<file path="src/skf_pkg.sv">
`timescale 1ns / 1ps
// ---------------------------------------------------------------------------
// Scalar Kalman filter package
// Types and constants shared by the filter's sequencer and arithmetic units.
// ---------------------------------------------------------------------------
package skf_pkg;

  localparam int unsigned GAIN_BITS = 16;
  localparam logic [16:0] GAIN_ONE  = 17'h10000;
  localparam logic [4:0]  DIV_STEPS = 5'd17;

  typedef enum logic [0:0] {
    REG_PROCESS_NOISE = 1'b0,
    REG_MEASURE_NOISE = 1'b1
  } reg_idx_e;

  typedef enum logic [2:0] {
    S_IDLE,
    S_PRIOR,
    S_DIVL,
    S_DIVW,
    S_MULE,
    S_MULC,
    S_COVW,
    S_HOLD
  } state_e;

  typedef struct packed {
    logic in_ready;
    logic ld_prior;
    logic div_start;
    logic ld_gain;
    logic mul_en;
    logic mul_cov;
    logic ld_est;
    logic ld_cov;
    logic ld_out;
  } ctl_t;

  typedef struct packed {
    logic               en;
    logic signed [17:0] a;
    logic signed [33:0] b;
  } mul_req_t;

endpackage

</file>
<file path="src/scalar_kalman_filter.sv">
`timescale 1ns / 1ps
// ---------------------------------------------------------------------------
// Scalar Kalman filter
// One predict and update step per measurement sample, in fixed point.
// ---------------------------------------------------------------------------
// Usage: a sample word enters on the in channel (in_valid_i, in_ready_o,
// sample_i) and one result word leaves on the out channel (out_valid_o,
// out_ready_i, estimate_o, gain_o) for every sample. The noise registers are
// written through cfg_we_i, cfg_idx_i and cfg_data_i; the user must write
// them only while the block is idle, which the block itself does not enforce.
// After a sample is taken, out_valid_o rises and in_ready_o returns in the
// same cycle, once the result is loaded. The serial gain divider runs first;
// one shared multiplier then forms the estimate and the covariance in turn.
// A result that the receiver does not take stays in the output register
// while the next sample is already processed; that sample's result then
// waits inside until the output register frees up.
// Reset clears the estimate and the covariance and loads the noise
// registers with 0.02 and 7.0 at FRAC_BITS fraction bits.
// ---------------------------------------------------------------------------
module scalar_kalman_filter #(
  parameter int unsigned FRAC_BITS = 16
) (
  input  logic        clk_i,
  input  logic        rst_ni,
  input  logic        cfg_we_i,
  input  logic [0:0]  cfg_idx_i,
  input  logic [31:0] cfg_data_i,
  input  logic        in_valid_i,
  output logic        in_ready_o,
  input  logic signed [31:0] sample_i,
  output logic        out_valid_o,
  input  logic        out_ready_i,
  output logic signed [31:0] estimate_o,
  output logic [16:0] gain_o
);
  import skf_pkg::*;

  localparam logic [31:0] PN_RST = 32'(((64'd2 << FRAC_BITS) + 64'd50) / 64'd100);
  localparam logic [31:0] MN_RST = 32'(64'd7 << FRAC_BITS);
  localparam logic signed [36:0] EST_MAX = 37'sh0_7FFF_FFFF;
  localparam logic signed [36:0] EST_MIN = -37'sh0_8000_0000;

  state_e state_q, state_d;
  ctl_t   ctl;

  logic [31:0] pnoise_q, mnoise_q;
  logic signed [31:0] est_q;
  logic [31:0] cov_q;
  logic signed [31:0] sample_q;
  logic [31:0] prior_q;
  logic [32:0] denom_q;
  logic signed [32:0] diff_q;
  logic [16:0] gain_q;
  logic        out_valid_q;
  logic signed [31:0] out_est_q;
  logic [16:0] out_gain_q;

  logic [32:0] prior_sum;
  logic [31:0] prior_sat;
  logic        div_done;
  logic [16:0] div_quot;
  mul_req_t    mul_req;
  logic signed [51:0] prod;
  logic signed [51:0] prod_rnd;
  logic signed [36:0] est_sum;
  logic signed [31:0] est_new;
  logic        out_free;
  logic [16:0] gain_rest;

  assign prior_sum = {1'b0, cov_q} + {1'b0, pnoise_q};
  assign prior_sat = prior_sum[32] ? 32'hFFFF_FFFF : prior_sum[31:0];
  assign out_free  = ~out_valid_q | out_ready_i;
  assign gain_rest = GAIN_ONE - gain_q;

  skf_div u_skf_div (
    .clk_i   (clk_i),
    .rst_ni  (rst_ni),
    .start_i (ctl.div_start),
    .prior_i (prior_q),
    .denom_i (denom_q),
    .done_o  (div_done),
    .quot_o  (div_quot)
  );

  always_comb begin
    mul_req.en = ctl.mul_en;
    if (ctl.mul_cov) begin
      mul_req.a = $signed({1'b0, gain_rest});
      mul_req.b = $signed({2'b0, prior_q});
    end else begin
      mul_req.a = $signed({1'b0, gain_q});
      mul_req.b = {diff_q[32], diff_q};
    end
  end

  skf_mul u_skf_mul (
    .clk_i  (clk_i),
    .req_i  (mul_req),
    .prod_o (prod)
  );

  assign prod_rnd = prod + 52'sd32768;
  assign est_sum  = {{5{est_q[31]}}, est_q} + {prod_rnd[51], prod_rnd[51:16]};

  always_comb begin
    if (est_sum > EST_MAX) begin
      est_new = 32'sh7FFF_FFFF;
    end else if (est_sum < EST_MIN) begin
      est_new = -32'sh8000_0000;
    end else begin
      est_new = est_sum[31:0];
    end
  end

  always_comb begin
    state_d = state_q;
    unique case (state_q)
      S_IDLE: begin
        if (in_valid_i) begin
          state_d = S_PRIOR;
        end
      end
      S_PRIOR: state_d = S_DIVL;
      S_DIVL:  state_d = S_DIVW;
      S_DIVW: begin
        if (div_done) begin
          state_d = S_MULE;
        end
      end
      S_MULE: state_d = S_MULC;
      S_MULC: state_d = S_COVW;
      S_COVW: state_d = out_free ? S_IDLE : S_HOLD;
      S_HOLD: begin
        if (out_free) begin
          state_d = S_IDLE;
        end
      end
      default: state_d = S_IDLE;
    endcase
  end

  always_comb begin
    ctl = '0;
    unique case (state_q)
      S_IDLE:  ctl.in_ready = 1'b1;
      S_PRIOR: ctl.ld_prior = 1'b1;
      S_DIVL:  ctl.div_start = 1'b1;
      S_DIVW:  ctl.ld_gain = div_done;
      S_MULE:  ctl.mul_en = 1'b1;
      S_MULC: begin
        ctl.ld_est  = 1'b1;
        ctl.mul_en  = 1'b1;
        ctl.mul_cov = 1'b1;
      end
      S_COVW: begin
        ctl.ld_cov = 1'b1;
        ctl.ld_out = out_free;
      end
      S_HOLD:  ctl.ld_out = out_free;
      default: ctl = '0;
    endcase
  end

  always_ff @(posedge clk_i or negedge rst_ni) begin
    if (!rst_ni) begin
      state_q     <= S_IDLE;
      pnoise_q    <= PN_RST;
      mnoise_q    <= MN_RST;
      est_q       <= 32'sd0;
      cov_q       <= 32'd0;
      out_valid_q <= 1'b0;
    end else begin
      state_q <= state_d;
      if (cfg_we_i) begin
        unique case (reg_idx_e'(cfg_idx_i))
          REG_PROCESS_NOISE: pnoise_q <= cfg_data_i;
          REG_MEASURE_NOISE: mnoise_q <= cfg_data_i;
          default: ;
        endcase
      end
      if (ctl.ld_est) begin
        est_q <= est_new;
      end
      if (ctl.ld_cov) begin
        cov_q <= prod_rnd[47:16];
      end
      if (ctl.ld_out) begin
        out_valid_q <= 1'b1;
      end else if (out_ready_i) begin
        out_valid_q <= 1'b0;
      end
    end
  end

  always_ff @(posedge clk_i) begin
    if (ctl.in_ready && in_valid_i) begin
      sample_q <= sample_i;
    end
    if (ctl.ld_prior) begin
      prior_q <= prior_sat;
      denom_q <= {1'b0, prior_sat} + {1'b0, mnoise_q};
      diff_q  <= {sample_q[31], sample_q} - {est_q[31], est_q};
    end
    if (ctl.ld_gain) begin
      gain_q <= div_quot;
    end
    if (ctl.ld_out) begin
      out_est_q  <= est_q;
      out_gain_q <= gain_q;
    end
  end

  assign in_ready_o  = ctl.in_ready;
  assign out_valid_o = out_valid_q;
  assign estimate_o  = out_est_q;
  assign gain_o      = out_gain_q;

endmodule

</file>
<file path="src/skf_div.sv">
`timescale 1ns / 1ps
// ---------------------------------------------------------------------------
// Serial gain divider
// Restoring divider that forms the rounded gain prior / denom in Q1.16,
// one quotient bit per cycle.
// ---------------------------------------------------------------------------
module skf_div (
  input  logic        clk_i,
  input  logic        rst_ni,
  input  logic        start_i,
  input  logic [31:0] prior_i,
  input  logic [32:0] denom_i,
  output logic        done_o,
  output logic [16:0] quot_o
);
  import skf_pkg::*;

  logic [4:0]  cnt_q, cnt_d;
  logic        done_q, done_d;
  logic        zero_q, zero_d;
  logic [32:0] rem_q, rem_d;
  logic [16:0] num_q, num_d;
  logic [16:0] quo_q, quo_d;
  logic [32:0] den_q, den_d;
  logic [48:0] numer;
  logic [33:0] trial;
  logic [34:0] sub;
  logic        qbit;

  assign numer = {1'b0, prior_i, 16'b0} + {17'b0, denom_i[32:1]};
  assign trial = {rem_q, num_q[16]};
  assign sub   = {1'b0, trial} - {2'b0, den_q};
  assign qbit  = ~sub[34];

  always_comb begin
    cnt_d  = cnt_q;
    done_d = 1'b0;
    zero_d = zero_q;
    rem_d  = rem_q;
    num_d  = num_q;
    quo_d  = quo_q;
    den_d  = den_q;
    if (start_i) begin
      cnt_d  = DIV_STEPS;
      zero_d = (denom_i == 33'd0);
      rem_d  = {1'b0, numer[48:17]};
      num_d  = numer[16:0];
      quo_d  = 17'd0;
      den_d  = denom_i;
    end else if (cnt_q != 5'd0) begin
      cnt_d  = cnt_q - 5'd1;
      done_d = (cnt_q == 5'd1);
      rem_d  = qbit ? sub[32:0] : trial[32:0];
      num_d  = {num_q[15:0], 1'b0};
      quo_d  = {quo_q[15:0], qbit};
    end
  end

  always_ff @(posedge clk_i or negedge rst_ni) begin
    if (!rst_ni) begin
      cnt_q  <= 5'd0;
      done_q <= 1'b0;
    end else begin
      cnt_q  <= cnt_d;
      done_q <= done_d;
    end
  end

  always_ff @(posedge clk_i) begin
    zero_q <= zero_d;
    rem_q  <= rem_d;
    num_q  <= num_d;
    quo_q  <= quo_d;
    den_q  <= den_d;
  end

  assign done_o = done_q;
  assign quot_o = zero_q ? 17'd0 : quo_q;

endmodule

</file>
<file path="src/skf_mul.sv">
`timescale 1ns / 1ps
// ---------------------------------------------------------------------------
// Shared multiplier
// Signed 18 by 34 bit multiplier with a registered product, used for both
// the estimate update and the covariance update.
// ---------------------------------------------------------------------------
module skf_mul (
  input  logic               clk_i,
  input  skf_pkg::mul_req_t  req_i,
  output logic signed [51:0] prod_o
);
  import skf_pkg::*;

  logic signed [51:0] prod_q;

  always_ff @(posedge clk_i) begin
    if (req_i.en) begin
      prod_q <= req_i.a * req_i.b;
    end
  end

  assign prod_o = prod_q;

endmodule

</file>
<file path="config.mk">
export PLATFORM = sky130hd
export DESIGN_NAME = scalar_kalman_filter
export DESIGN_NICKNAME = d
export VERILOG_FILES = /design/src/skf_pkg.sv /design/src/scalar_kalman_filter.sv /design/src/skf_div.sv /design/src/skf_mul.sv
export SDC_FILE = /design/constraint.sdc
export NUM_CORES = 2
export LEC_CHECK = 0
export ABC_AREA = 1
export BUFFER_PORTS_ARGS = -buffer_cell sky130_fd_sc_hd__buf_2
export CORE_MARGIN = 2
export CORE_UTILIZATION = 38
export CTS_BUF_LIST = sky130_fd_sc_hd__clkbuf_4 sky130_fd_sc_hd__clkbuf_8
export CTS_CLUSTER_DIAMETER = 120
export DETAILED_ROUTE_END_ITERATION = 10
export SKIP_LAST_GASP = 1
export SLEW_MARGIN = 20
export SYNTH_ARGS = -nofsm -noshare
export SYNTH_HDL_FRONTEND = slang
export SYNTH_SLANG_ARGS = --single-unit
</file>
<file path="constraint.sdc">
create_clock -name clk_i -period 8.5 [get_ports clk_i]
set_input_delay 1.275 -clock clk_i [delete_from_list [all_inputs] [get_ports clk_i]]
set_output_delay 1.275 -clock clk_i [all_outputs]
set_load 0.01 [all_outputs]
</file>
==> impl_summary.md <==
Synthesis
After technology mapping, the gate count stands at 5832. The netlist uses 60 different library cells. Yosys printed 0 warnings. After synthesis, the share of flip-flops with an asynchronous set or reset is 0.292. The count of flip-flops with a built-in enable after synthesis is 316. The synthesized area per cell is 8.32 µm². The synthesized net count is 6750. Of the synthesized area, sequential elements account for 0.275. The synthesis-stage register bit count is 472. The synthesized cell area is 0.0485 mm².

The leading register cell type out of synthesis is sky130_fd_sc_hd__edfxtp_1.

Floorplan
Measured along the x axis, the die boundary spans 361 µm. The placeable core area is 0.127 mm². The effective utilization at floorplan is 0.382. The number of placement rows is 131. The die covers 0.130 mm². The die height is 361 µm. 121 I/O pins were placed.

Finish
The layout has 12800 filler cells. The share of post-route cells with drive strength above 1 is 0.0849. In the final layout, the multi-input gates occupy 0.0301 mm². The post-route non-filler standard cell count is 7698.

The area growth from synthesis to layout is 9.26%. Summing all flip-flop and latch instances after layout gives 0.0133 mm². For this run, the post-layout net count is 6886.

Route
The count of TritonRoute iterations in the first routing pass is 6. Summed over all layers, the routed wires come to 157000 µm. Using the TritonRoute via totals, the vias-per-cell ratio works out to 5.12. The iteration-0 DRC count of the detailed router is 3260. The final routed DRC violation total is 0. The total number of vias is 39400.

Dividing the detail-routed wire length by the instance count gives 20.4 µm. The number of nets still failing antenna checks after routing is 0.

CTS
The H-tree level count is 3. Once the clock tree was built, the resizer swapped 0 gates to a different size. In this run the deepest clock path goes through 3 buffers.

The clock root buffer is sky130_fd_sc_hd__clkbuf_8. For the worst-skew pair, the clock arrives at the later sink with an insertion delay of 0.74 ns. The TritonCTS buffer count is 80.

The CTS tree is built. Clock-pin slew was measured on the worst setup and hold paths at 0.06 ns. The clock net sink count is 472. The number of setup buffers added after CTS is 0. The cts-stage hold buffer count is 0.

Worst setup path
The arrival time at the worst endpoint is 8.65 ns. The number of cells on the worst reg-to-reg path is 26. The sort of element at the end of the critical path is a flop. The worst setup path category is reg -> reg.

The worst setup path is launched from a flop. In this run the worst path has a maximum fanout of 21. At the worst endpoint, the required time is 8.98 ns.

Placement
The count of buffers added on input and output ports is 120. Counting tap cells, the placed design contains a total of 7548 instances. The final weighted congestion in routability-driven placement is 0.980. The half-perimeter wire length of the detailed placement result is 129000 µm.

STA
The number of slew-limit violations in the final report is 0. The setup TNS after final layout is 0 ns. The final count of negative-setup-slack endpoints is 0. Clock skew on the completed layout was measured at 0.0371 ns. The worst-case headroom to the max-slew limit is 0.240. In the finished design, the share of the clock period the worst path needs comes to 0.961.

Based on the critical path, the design can be clocked at up to 122 MHz. Across all hold checks on the routed design, the worst slack comes to 0.452 ns. The total count of hold-check failures in the final report is 0. The worst-margin pin slew is 1.13 ns. The worst path in the final design needs a cycle of 8.17 ns, including I/O delays and setup.

GRT
The overflow left after global routing is 0. The initial antenna violation count was 4. The first global-routing pass estimated 242000 µm of wire. The overall global routing resource usage is 0.243. The largest net degree at the start of global routing is 90.

The via count of the first global-routing pass is 39800.

Flow run
The max capacitance violation total is 0.

Min path
The min-delay analysis places its worst path in the category reg -> reg. The worst hold path passes through 0 cells.

Outcome
The run finished with clean final reports.
## worst paths after layout
| path | end | start | slack (ns) |
|---|---|---|---|
| min in group asynchronous | est_q[5] | rst_ni | 0.60 |
| max in group asynchronous | u_skf_div.cnt_q[0] | rst_ni | 6.50 |
| hold reg to reg | u_skf_div.den_q[0] | denom_q[0] | 0.45 |
| setup / recovery | u_skf_mul.prod_o[50] | state_q[2] | 0.33 |
| setup reg to reg | u_skf_mul.prod_o[50] | state_q[2] | 0.33 |
| hold / removal | u_skf_div.den_q[0] | denom_q[0] | 0.45 |
## critical path: stages, from the launching register on
cell	delay, ns
sky130_fd_sc_hd__dfrtp_1	0.58
sky130_fd_sc_hd__inv_2	0.15
sky130_fd_sc_hd__nor2_4	0.18
sky130_fd_sc_hd__inv_2	0.19
sky130_fd_sc_hd__buf_12	0.22
sky130_fd_sc_hd__o21ai_1	0.88
sky130_fd_sc_hd__inv_2	0.37
sky130_fd_sc_hd__nand2_1	0.20
sky130_fd_sc_hd__fa_1	0.47
sky130_fd_sc_hd__fa_1	0.51
sky130_fd_sc_hd__fa_1	0.52
sky130_fd_sc_hd__inv_1	0.06
sky130_fd_sc_hd__fa_1	0.57
sky130_fd_sc_hd__fa_1	0.53
sky130_fd_sc_hd__inv_1	0.06
sky130_fd_sc_hd__fa_1	0.48
sky130_fd_sc_hd__inv_1	0.04
sky130_fd_sc_hd__ha_1	0.32
sky130_fd_sc_hd__a21oi_1	0.23
sky130_fd_sc_hd__inv_1	0.06
sky130_fd_sc_hd__a21oi_1	0.18
sky130_fd_sc_hd__inv_1	0.08
sky130_fd_sc_hd__a21oi_1	0.13
sky130_fd_sc_hd__o211ai_1	0.10
sky130_fd_sc_hd__a21oi_1	0.43
sky130_fd_sc_hd__o21ai_0	0.18
sky130_fd_sc_hd__xor2_1	0.17
## placed cells by master, fill, tap and decap left out, drive strengths merged, types with 4 or more instances in the layout
master	Yosys	layout
xnor2	85	85
dfstp	10	10
a21boi	7	7
a31oi	33	33
or2	45	45
ha	304	304
o31ai	4	4
inv	1189	1194
clkbuf	62	119
o21bai	22	22
a211oi	5	5
clkinv	10	24
o211ai	19	19
o21a	18	18
nand4	32	32
nor3	63	63
xor2	130	130
nand3	154	154
nor4	33	33
and3	5	5
o21ai	322	322
dfrtp	128	128
nand2	1282	1282
edfxtp	316	316
bufinv	0	8
a21oi	353	353
nand3b	6	6
dfxtp	18	18
a21o	16	16
buf	73	189
fa	544	544
o22ai	19	19
nor2	509	509
nor3b	4	4
## flip-flops by register name (all words and copies together) (netlist names), 32 cells and up
signal and flops:
cov_q 32, denom_q 33, diff_q 33, est_q 32, estimate_o 32, mnoise_q 32, pnoise_q 32, prior_q 32
sample_q 32, u_skf_div.den_q 33, u_skf_div.rem_q 33, u_skf_mul.prod_o 37
## cells by family (layout without fill, tap and decap cells)
logic type                 count (synthesis)  count (layout)  share of synthesized area
adders and majority gates                848             848                      0.303
and+or+nand+nor                         2135            2135                      0.181
other                                      0               2                          0
AOI/OAI and AO/OA                        828             828                     0.0959
buffers and inverters                   1334            1536                      0.106
xor gates and xnor gates                 215             215                     0.0390
DFF                                      472             472                      0.275
## metal layers
| metal | up-vias | track usage | routed length [µm] |
|---|---|---|---|
| met2 | 1332 | 0.381 | 70500 |
| met4 | 4 | 0.0751 | 5220 |
| met5 | - | 0 | 27 |
| met3 | 201 | 0.0433 | 10800 |
| met1 | 19300 | 0.342 | 70500 |
| li1 | 18500 | - | - |
## cell type report
class                   instances  share of cell area
inverters                    1199              0.0850
diodes                          2           0.0000945
well taps                    1662              0.0392
multi-input cells            4026               0.568
clock buffers                 119              0.0272
repair buffers                189              0.0219
flip-flops and latches        472               0.251
clock inverters                29             0.00671
## cells in the mapped netlist, drive strengths merged, types with 19 or more instances
cell type | n | area share
edfxtp | 316 | 0.20
inv | 1189 | 0.092
o21ai | 322 | 0.034
nor3 | 63 | 0.0068
a31oi | 33 | 0.0043
fa | 544 | 0.22
o22ai | 19 | 0.0025
xnor2 | 85 | 0.015
buf | 73 | 0.0086
nand3 | 154 | 0.017
or2 | 45 | 0.0058
ha | 304 | 0.078
clkbuf | 62 | 0.0048
nor2 | 509 | 0.040
nand4 | 32 | 0.0041
o21bai | 22 | 0.0034
o211ai | 19 | 0.0029
dfrtp | 128 | 0.066
xor2 | 130 | 0.024
a21oi | 353 | 0.039
nor4 | 33 | 0.0048
nand2 | 1282 | 0.10
## stage by stage
step / util / cell area (µm²) / setup WS, ns
finish: 0.417 / 53000 / 0.332
global route: 0.417 / 53000 / -0.00634
CTS: 0.417 / 53000 / 0.353
detailed placement: 0.403 / 51200 / 0.368
global placement: 0.403 / 51200 / 0.355
floorplan: - / 48500 / 1.68
Power is left out: the tool's default activity adds up to more than one toggle a clock period on the data nets, which glitch-free logic cannot reach.
